==> config.mk <==
export PLATFORM = sky130hd
export DESIGN_NAME = touch_debounce_tap_detector_top
export DESIGN_NICKNAME = d
export VERILOG_FILES = /design/src/rtl/tdtd_pkg.sv /design/src/rtl/tdtd_sense.sv /design/src/rtl/tdtd_calib.sv /design/src/rtl/tdtd_thresh.sv /design/src/rtl/touch_debounce_tap_detector_top.sv
export SDC_FILE = /design/constraint.sdc
export NUM_CORES = 1
export LEC_CHECK = 0
export ABC_AREA = 1
export ABC_CLOCK_PERIOD_IN_PS = 20500
export BUFFER_PORTS_ARGS = -buffer_cell sky130_fd_sc_hd__buf_2
export CAP_MARGIN = 20
export CORE_ASPECT_RATIO = 1.5
export CORE_MARGIN = 5
export CORE_UTILIZATION = 30
export CTS_CLUSTER_DIAMETER = 150
export DETAILED_ROUTE_END_ITERATION = 10
export GPL_TIMING_DRIVEN = 0
export PLACE_DENSITY_LB_ADDON = 0.1
export SYNTH_ARGS = -nofsm -noshare
export SYNTH_HDL_FRONTEND = slang
export SYNTH_SLANG_ARGS = --single-unit
==> constraint.sdc <==
create_clock -name clk_i -period 20.5 [get_ports clk_i]
set_clock_uncertainty 0.05 [all_clocks]
set_input_delay 1.025 -clock clk_i [delete_from_list [all_inputs] [get_ports clk_i]]
set_output_delay 1.025 -clock clk_i [all_outputs]
set_load 0.1 [all_outputs]
==> src/rtl/tdtd_pkg.sv <==
// shared types and constants for the touch debounce and tap detector
package tdtd_pkg;

  localparam int unsigned READING_W = 16;
  localparam int unsigned TIME_W    = 32;
  localparam int unsigned DEB_W     = 10;
  localparam int unsigned THR_W     = 16;
  localparam int unsigned SUM_W     = 20;
  localparam int unsigned CNT_W     = 4;
  localparam int unsigned CFG_IDX_W = 3;
  localparam int unsigned CFG_W     = 16;

  // reset values of the configuration registers
  localparam logic [DEB_W-1:0] DEBOUNCE_RST  = 10'd50;
  localparam logic [15:0]      TAP_MIN_RST   = 16'd50;
  localparam logic [15:0]      TAP_MAX_RST   = 16'd500;
  localparam logic [THR_W-1:0] THR_INIT_RST  = 16'd40;
  localparam logic [THR_W-1:0] THR_FLOOR_RST = 16'd20;
  localparam logic [THR_W-1:0] THR_CEIL_RST  = 16'd60;

  // floor(x / 5) as (x * DIV5_MUL) >> DIV5_SHIFT, exact for x < 2^18
  localparam int unsigned      DIV5_SHIFT = 21;
  localparam logic [18:0]      DIV5_MUL   = 19'd419431;

  typedef enum logic [CFG_IDX_W-1:0] {
    CFG_DEBOUNCE  = 3'd0,
    CFG_TAP_MIN   = 3'd1,
    CFG_TAP_MAX   = 3'd2,
    CFG_THR_INIT  = 3'd3,
    CFG_THR_FLOOR = 3'd4,
    CFG_THR_CEIL  = 3'd5
  } cfg_idx_e;

  typedef enum logic {
    CMD_SENSE = 1'b0,
    CMD_CALIB = 1'b1
  } cmd_e;

  typedef struct packed {
    logic                 cmd;
    logic [READING_W-1:0] reading;
    logic [TIME_W-1:0]    now_ms;
  } in_word_t;

  typedef struct packed {
    logic             touched;
    logic             tap;
    logic [THR_W-1:0] threshold;
    logic             calibration_done;
  } out_word_t;

  typedef struct packed {
    logic [DEB_W-1:0] debounce_ms;
    logic [15:0]      tap_min_ms;
    logic [15:0]      tap_max_ms;
  } sense_cfg_t;

  typedef struct packed {
    logic             touched;
    logic             tap;
    logic [THR_W-1:0] threshold;
    logic             done;
    logic [THR_W-1:0] mean;
  } pipe_word_t;

endpackage

==> src/rtl/tdtd_sense.sv <==
// debounce state and tap timing for sense words
module tdtd_sense import tdtd_pkg::*; (
  input  logic                 clk_i,
  input  logic                 rst_ni,
  input  logic                 en_i,
  input  logic [READING_W-1:0] reading_i,
  input  logic [TIME_W-1:0]    now_i,
  input  logic [THR_W-1:0]     threshold_i,
  input  sense_cfg_t           cfg_i,
  output logic                 touched_o,
  output logic                 tap_o
);

  logic              raw_q, raw_d;
  logic              stable_q, stable_d;
  logic [TIME_W-1:0] flip_time_q, flip_time_d;
  logic [TIME_W-1:0] press_time_q, press_time_d;
  logic [TIME_W-1:0] elapsed;
  logic [TIME_W-1:0] held;
  logic              seen;
  logic              settled;
  logic              tap_d;

  always_comb begin
    seen         = reading_i < threshold_i;
    raw_d        = seen;
    flip_time_d  = (seen != raw_q) ? now_i : flip_time_q;
    elapsed      = now_i - flip_time_d;
    settled      = elapsed >= {{(TIME_W-DEB_W){1'b0}}, cfg_i.debounce_ms};
    held         = now_i - press_time_q;
    stable_d     = stable_q;
    press_time_d = press_time_q;
    tap_d        = 1'b0;
    if (settled) begin
      stable_d = seen;
      // release after a press of tap length
      if (stable_q && !seen) begin
        tap_d = (held >= {16'd0, cfg_i.tap_min_ms}) && (held <= {16'd0, cfg_i.tap_max_ms});
      end
      if (!stable_q && seen) begin
        press_time_d = now_i;
      end
    end
  end

  always_ff @(posedge clk_i or negedge rst_ni) begin
    if (!rst_ni) begin
      raw_q        <= 1'b0;
      stable_q     <= 1'b0;
      flip_time_q  <= '0;
      press_time_q <= '0;
    end else if (en_i) begin
      raw_q        <= raw_d;
      stable_q     <= stable_d;
      flip_time_q  <= flip_time_d;
      press_time_q <= press_time_d;
    end
  end

  assign touched_o = en_i ? stable_d : stable_q;
  assign tap_o     = en_i & tap_d;

endmodule

==> src/rtl/tdtd_calib.sv <==
// calibration accumulator and mean of the collected readings
module tdtd_calib import tdtd_pkg::*; #(
  parameter int unsigned CALIB_SAMPLES = 10
) (
  input  logic                 clk_i,
  input  logic                 rst_ni,
  input  logic                 en_i,
  input  logic [READING_W-1:0] reading_i,
  output logic                 done_o,
  output logic [THR_W-1:0]     mean_o
);

  // floor(s / N) as (s * RECIP) >> RECIP_SHIFT, exact for s < 2^20 and N < 16
  localparam int unsigned RECIP_SHIFT = SUM_W + CNT_W;
  localparam int unsigned RECIP_W     = RECIP_SHIFT + 1;
  localparam int unsigned PROD_W      = SUM_W + RECIP_W;
  localparam logic [RECIP_W-1:0] RECIP =
    RECIP_W'((64'd1 << RECIP_SHIFT) / CALIB_SAMPLES + 64'd1);
  localparam logic [CNT_W-1:0] SAMPLES = CNT_W'(CALIB_SAMPLES);

  logic [SUM_W-1:0]  sum_q, sum_d;
  logic [CNT_W-1:0]  count_q, count_d;
  logic [PROD_W-1:0] prod;
  logic              full;

  always_comb begin
    sum_d   = sum_q + {{(SUM_W-READING_W){1'b0}}, reading_i};
    count_d = count_q + CNT_W'(1);
    full    = count_d >= SAMPLES;
    prod    = {{RECIP_W{1'b0}}, sum_d} * {{SUM_W{1'b0}}, RECIP};
  end

  always_ff @(posedge clk_i or negedge rst_ni) begin
    if (!rst_ni) begin
      sum_q   <= '0;
      count_q <= '0;
    end else if (en_i) begin
      if (full) begin
        sum_q   <= '0;
        count_q <= '0;
      end else begin
        sum_q   <= sum_d;
        count_q <= count_d;
      end
    end
  end

  assign done_o = en_i & full;
  assign mean_o = prod[RECIP_SHIFT +: THR_W];

endmodule

==> src/rtl/tdtd_thresh.sv <==
// active threshold register and the 3/5 scaling with clamp
module tdtd_thresh import tdtd_pkg::*; (
  input  logic             clk_i,
  input  logic             rst_ni,
  input  logic             load_i,
  input  logic [THR_W-1:0] load_value_i,
  input  logic             update_i,
  input  logic [THR_W-1:0] mean_i,
  input  logic [THR_W-1:0] floor_i,
  input  logic [THR_W-1:0] ceil_i,
  output logic [THR_W-1:0] threshold_o,
  output logic [THR_W-1:0] calc_o
);

  logic [THR_W-1:0] active_q;
  logic [17:0]      triple;
  logic [36:0]      prod;
  logic [THR_W-1:0] scaled;
  logic [THR_W-1:0] clamped;

  always_comb begin
    triple  = {1'b0, mean_i, 1'b0} + {2'b00, mean_i};
    prod    = {19'd0, triple} * {18'd0, DIV5_MUL};
    scaled  = prod[DIV5_SHIFT +: THR_W];
    clamped = scaled;
    // floor first, ceiling wins when they cross
    if (clamped < floor_i) begin
      clamped = floor_i;
    end
    if (clamped > ceil_i) begin
      clamped = ceil_i;
    end
  end

  always_ff @(posedge clk_i or negedge rst_ni) begin
    if (!rst_ni) begin
      active_q <= THR_INIT_RST;
    end else if (load_i) begin
      active_q <= load_value_i;
    end else if (update_i) begin
      active_q <= clamped;
    end
  end

  assign threshold_o = active_q;
  assign calc_o      = clamped;

endmodule

==> src/rtl/touch_debounce_tap_detector_top.sv <==
// top level of the touch debounce and tap detector
//
// input channel: in_valid_i / in_ready_o carry one word with cmd, reading and
// now_ms. cmd selects a sense sample (debounce and tap timing) or a
// calibration sample (accumulate, then rescale the threshold).
// output channel: out_valid_o / out_ready_i return exactly one word per input
// word, in order: touched, tap pulse, threshold in force, calibration_done.
// config port: cfg_we_i writes cfg_wdata_i to register cfg_idx_i;
// writing threshold_initial also loads the active threshold.
// path: an accepted word goes from the input register through the state update
// stage and the threshold stage into the output register behind out_valid_o.
// throughput: one word per cycle with no gaps while out_ready_i stays high; a
// word right behind a word that completes a calibration run takes the new
// threshold straight from the threshold stage.
// reset: all debounce, calibration and handshake state clears and the
// configuration registers take their default values; no clearing pass.
// stall: while out_ready_i is low the output word holds, and the two inner
// stages keep filling so that up to three words are held before in_ready_o
// drops.
module touch_debounce_tap_detector_top import tdtd_pkg::*; #(
  parameter int unsigned CALIB_SAMPLES = 10
) (
  input  logic                 clk_i,
  input  logic                 rst_ni,
  input  logic                 in_valid_i,
  output logic                 in_ready_o,
  input  in_word_t             in_data_i,
  output logic                 out_valid_o,
  input  logic                 out_ready_i,
  output out_word_t            out_data_o,
  input  logic                 cfg_we_i,
  input  logic [CFG_IDX_W-1:0] cfg_idx_i,
  input  logic [CFG_W-1:0]     cfg_wdata_i
);

  // configuration registers
  sense_cfg_t       sense_cfg_q;
  logic [THR_W-1:0] floor_q;
  logic [THR_W-1:0] ceil_q;
  logic             thr_load;

  // pipeline
  logic       in_valid_q;
  in_word_t   in_q;
  logic       pipe_valid_q;
  pipe_word_t pipe_q, pipe_d;
  logic       out_valid_q;
  out_word_t  out_q, out_d;

  logic out_adv;
  logic pipe_fire;
  logic pipe_free;
  logic hazard;
  logic s1_fire;
  logic sense_en;
  logic calib_en;

  logic             touched;
  logic             tap;
  logic             calib_done;
  logic [THR_W-1:0] mean;
  logic [THR_W-1:0] active_thr;
  logic [THR_W-1:0] calc_thr;
  logic [THR_W-1:0] cur_thr;

  always_ff @(posedge clk_i or negedge rst_ni) begin
    if (!rst_ni) begin
      sense_cfg_q.debounce_ms <= DEBOUNCE_RST;
      sense_cfg_q.tap_min_ms  <= TAP_MIN_RST;
      sense_cfg_q.tap_max_ms  <= TAP_MAX_RST;
      floor_q                 <= THR_FLOOR_RST;
      ceil_q                  <= THR_CEIL_RST;
    end else if (cfg_we_i) begin
      unique case (cfg_idx_e'(cfg_idx_i))
        CFG_DEBOUNCE:  sense_cfg_q.debounce_ms <= cfg_wdata_i[DEB_W-1:0];
        CFG_TAP_MIN:   sense_cfg_q.tap_min_ms  <= cfg_wdata_i;
        CFG_TAP_MAX:   sense_cfg_q.tap_max_ms  <= cfg_wdata_i;
        CFG_THR_FLOOR: floor_q                 <= cfg_wdata_i;
        CFG_THR_CEIL:  ceil_q                  <= cfg_wdata_i;
        default: ;
      endcase
    end
  end

  assign thr_load = cfg_we_i && (cfg_idx_e'(cfg_idx_i) == CFG_THR_INIT);

  // handshake and stage control
  always_comb begin
    out_adv    = !out_valid_q || out_ready_i;
    pipe_fire  = pipe_valid_q && out_adv;
    pipe_free  = !pipe_valid_q || out_adv;
    // a finished calibration ahead has not reached the threshold register yet
    hazard     = pipe_valid_q && pipe_q.done;
    cur_thr    = hazard ? calc_thr : active_thr;
    s1_fire    = in_valid_q && pipe_free;
    in_ready_o = !in_valid_q || s1_fire;
    sense_en   = s1_fire && (cmd_e'(in_q.cmd) == CMD_SENSE);
    calib_en   = s1_fire && (cmd_e'(in_q.cmd) == CMD_CALIB);
  end

  tdtd_sense u_sense (
    .clk_i       (clk_i),
    .rst_ni      (rst_ni),
    .en_i        (sense_en),
    .reading_i   (in_q.reading),
    .now_i       (in_q.now_ms),
    .threshold_i (cur_thr),
    .cfg_i       (sense_cfg_q),
    .touched_o   (touched),
    .tap_o       (tap)
  );

  tdtd_calib #(
    .CALIB_SAMPLES (CALIB_SAMPLES)
  ) u_calib (
    .clk_i     (clk_i),
    .rst_ni    (rst_ni),
    .en_i      (calib_en),
    .reading_i (in_q.reading),
    .done_o    (calib_done),
    .mean_o    (mean)
  );

  tdtd_thresh u_thresh (
    .clk_i        (clk_i),
    .rst_ni       (rst_ni),
    .load_i       (thr_load),
    .load_value_i (cfg_wdata_i),
    .update_i     (pipe_fire && pipe_q.done),
    .mean_i       (pipe_q.mean),
    .floor_i      (floor_q),
    .ceil_i       (ceil_q),
    .threshold_o  (active_thr),
    .calc_o       (calc_thr)
  );

  always_comb begin
    pipe_d.touched   = touched;
    pipe_d.tap       = tap;
    pipe_d.threshold = cur_thr;
    pipe_d.done      = calib_done;
    pipe_d.mean      = mean;

    out_d.touched          = pipe_q.touched;
    out_d.tap              = pipe_q.tap;
    out_d.threshold        = pipe_q.done ? calc_thr : pipe_q.threshold;
    out_d.calibration_done = pipe_q.done;
  end

  always_ff @(posedge clk_i or negedge rst_ni) begin
    if (!rst_ni) begin
      in_valid_q   <= 1'b0;
      pipe_valid_q <= 1'b0;
      out_valid_q  <= 1'b0;
    end else begin
      if (in_valid_i && in_ready_o) begin
        in_valid_q <= 1'b1;
      end else if (s1_fire) begin
        in_valid_q <= 1'b0;
      end
      if (s1_fire) begin
        pipe_valid_q <= 1'b1;
      end else if (pipe_fire) begin
        pipe_valid_q <= 1'b0;
      end
      if (out_adv) begin
        out_valid_q <= pipe_valid_q;
      end
    end
  end

  always_ff @(posedge clk_i) begin
    if (in_valid_i && in_ready_o) begin
      in_q <= in_data_i;
    end
    if (s1_fire) begin
      pipe_q <= pipe_d;
    end
    if (pipe_fire) begin
      out_q <= out_d;
    end
  end

  assign out_valid_o = out_valid_q;
  assign out_data_o  = out_q;

endmodule

==> metrics <==
clock transition at the registers of the reported paths 0.06 ns; total CTS buffers 37; layout net count 4233; Final Hold Fails 0; Port Buffers 93; Max clock buf depth 3; row count 141; Final Non-Filler Cells 4737; H-tree Lvls 2; WL per Instance 17.8 µm; critical path class reg -> reg; outcome completed; number of synthesized register bits 286; Final Cell Area 33100 µm²; Crit path largest cell delay 0.56 ns; Post-synth EDFFs 103; GRT Overall Usage 0.162; placed insts 4657; DR vias/cell 4.54; post-synthesis sequential area ratio 0.261; initial antenna violation count 5; Final Cycle Share 0.901; max cap viols 0; crit path max-delay cell type fa_1; Post-synth ARST share 0.640; WHS 0.363 ns; Starting DRT DRC Count 988; CP Max Fanout 10; Critical Path AT 18.71 ns; Syn Inst Count 3274; post-synthesis cell type count 58; io pins 94; Area Growth Syn to Fin 12.2%; slew margin rel. 0.306; gpl congestion 0.814; GRT overflow 0; Synth Flop Type dfrtp_1; Avg Inst Size Synth 9.02 µm²; Antenna Violating Nets Remaining 0; DR pass1 iterations 5; Util after Layout 0.338; placed instance area 31700 µm²; via count 21500; CTS tree yes; top post-synthesis cells by area ha_1, fa_1, dfrtp_1; clock sink count 286; die footprint 105000 µm²; Max Clk Rate 0.0542 GHz; starting density of the core 0.301; Tmin final 18.46 ns; Syn Nets 4088; final setup vio count 0; final wirelength 84300 µm; Placeable Area 98100 µm²; Slew Limit Fails 0; crit path capture type register; Yosys warnings 0; DIE WIDTH 266 µm; slew of the pin with the lowest slew margin 1.04 ns; maximum number of pins on one net before global-route repair 94; root buf cell clkbuf_16; chip height 394 µm; layout cells sized above 1 0.0940; Detail Placement HPWL 71300 µm; Synth top area share 0.211; RSZ-0062 raised after global routing false; area leader, netlist ha_1; global-route wire length before repair 132000 µm; type of the worst min-delay path reg -> reg; Mapped Area 29500 µm²; DR DRC count 0; Req. time, crit path 20.75 ns; vias in the first global route 22800; clk_lat worst skew 0.56 ns; CP Launch Type register; most used cell, CP nand2_1
-- logic make-up (layout without fill, tap and decap cells) --
kind of cell,Yosys count,in the layout,synth area share
xor gates and xnor gates,106,106,0.0314
and+or+nand+nor,878,878,0.135
other,0,2,0
muxes,25,25,0.00847
buffers and inverters,749,923,0.0976
AOI/OAI and AO/OA,489,489,0.0910
DFF,286,286,0.261
adders and majority gates,741,741,0.375
-- layer usage --
metal	wire, µm	global-route usage
met2	42800	0.291
met4	2180	0.0396
met3	2360	0.0198
met1	37000	0.205
met5	7	0
-- repair_timing --
action / 4_1_cts / 5_1_grt
gates resized for setup: 4 / 52
setup buffers: 1 / 9
endpoints found under the setup margin: 35 / 35
hold buffers: 0 / 0
pin swaps: 0 / 8
-- path summary, 6_finish.rpt --
check,startpoint,cells past startpoint,end,slack (ns)
setup / recovery,pipe_q[2]$_DFFE_PP_,110,out_d[17]$_DFFE_PP_,2.04
hold / removal,out_d[18]$_DFFE_PP_,0,out_data_o[18]$_DFFE_PP_,0.36
setup reg to reg,pipe_q[2]$_DFFE_PP_,110,out_d[17]$_DFFE_PP_,2.04
hold reg to reg,out_d[18]$_DFFE_PP_,0,out_data_o[18]$_DFFE_PP_,0.36
max in group asynchronous,rst_ni,2,u_calib.count_q[2]$_DFFE_PN0P_,18.95
min in group asynchronous,rst_ni,1,sense_cfg_q[22]$_DFFE_PN0P_,0.41
-- critical path, delay by kind of cell, from the launching register on --
kind | cells | cell delay (ns)
compound gates | 37 | 5.65
mux | 1 | 0.26
fa+ha+maj | 13 | 4.92
buf+inv | 17 | 1.94
flops | 1 | 0.47
xor+xnor | 3 | 0.75
simple gates | 39 | 4.08
-- flip-flops by register name, indices dropped and copies added, names as in the netlist --
name / cells
ceil_q: 16
sense_cfg_q: 42
pipe_q: 32
in_valid_q: 1
u_calib.count_q: 4
out_data_o: 19
u_sense.raw_q: 1
u_calib.sum_q: 20
in_q: 49
u_sense.press_time_q: 32
u_sense.stable_q: 1
u_thresh.threshold_o: 16
pipe_valid_q: 1
u_sense.flip_time_q: 32
out_d: 3
floor_q: 16
out_valid_o: 1
-- stage by stage --
stage	TNS, ns	worst slack (ns)
4_1_cts	0	0.0619
6_report	0	2.04
3_3_place_gp	-13.97	-0.527
2_1_floorplan	0	3.56
3_5_place_dp	-14.94	-0.545
5_1_grt	0	0.0227
-- layout make-up --
| type | count | area (µm²) |
|---|---|---|
| fill | 10300 | 64900 |
| multi-input combinational | 2239 | 19100 |
| sequential | 286 | 7700 |
| inverter | 696 | 2610 |
| tap | 1287 | 1610 |
| clock buffer | 47 | 1010 |
| timing repair buffer | 106 | 613 |
| buffer | 53 | 289 |
| clock inverter | 21 | 238 |
| antenna | 2 | 5.00 |
-- cell usage after synthesis, drive strengths merged (22+ instances only) --
library cell	count
a21oi	171
clkbuf	40
dfrtp	163
edfxtp	103
fa	242
ha	499
inv	694
mux2i	25
nand2	580
nand3	105
nand4	59
nor2	93
o21ai	240
o221ai	22
xnor2	32
xor2	74
-- layout by cell type, fill, tap and decap left out, types with 72 or more instances in the layout --
master    count
inv_1       685
edfxtp_1    103
dfrtp_1     163
buf_2        99
ha_1        497
fa_1        242
o21ai_0     220
nand3_1      93
xor2_1       72
a21oi_1     165
nand2_1     530
nor2_1       85
Power is not shown: default switching activity piles up to over one toggle a cycle in this logic, so the estimate is an artifact.
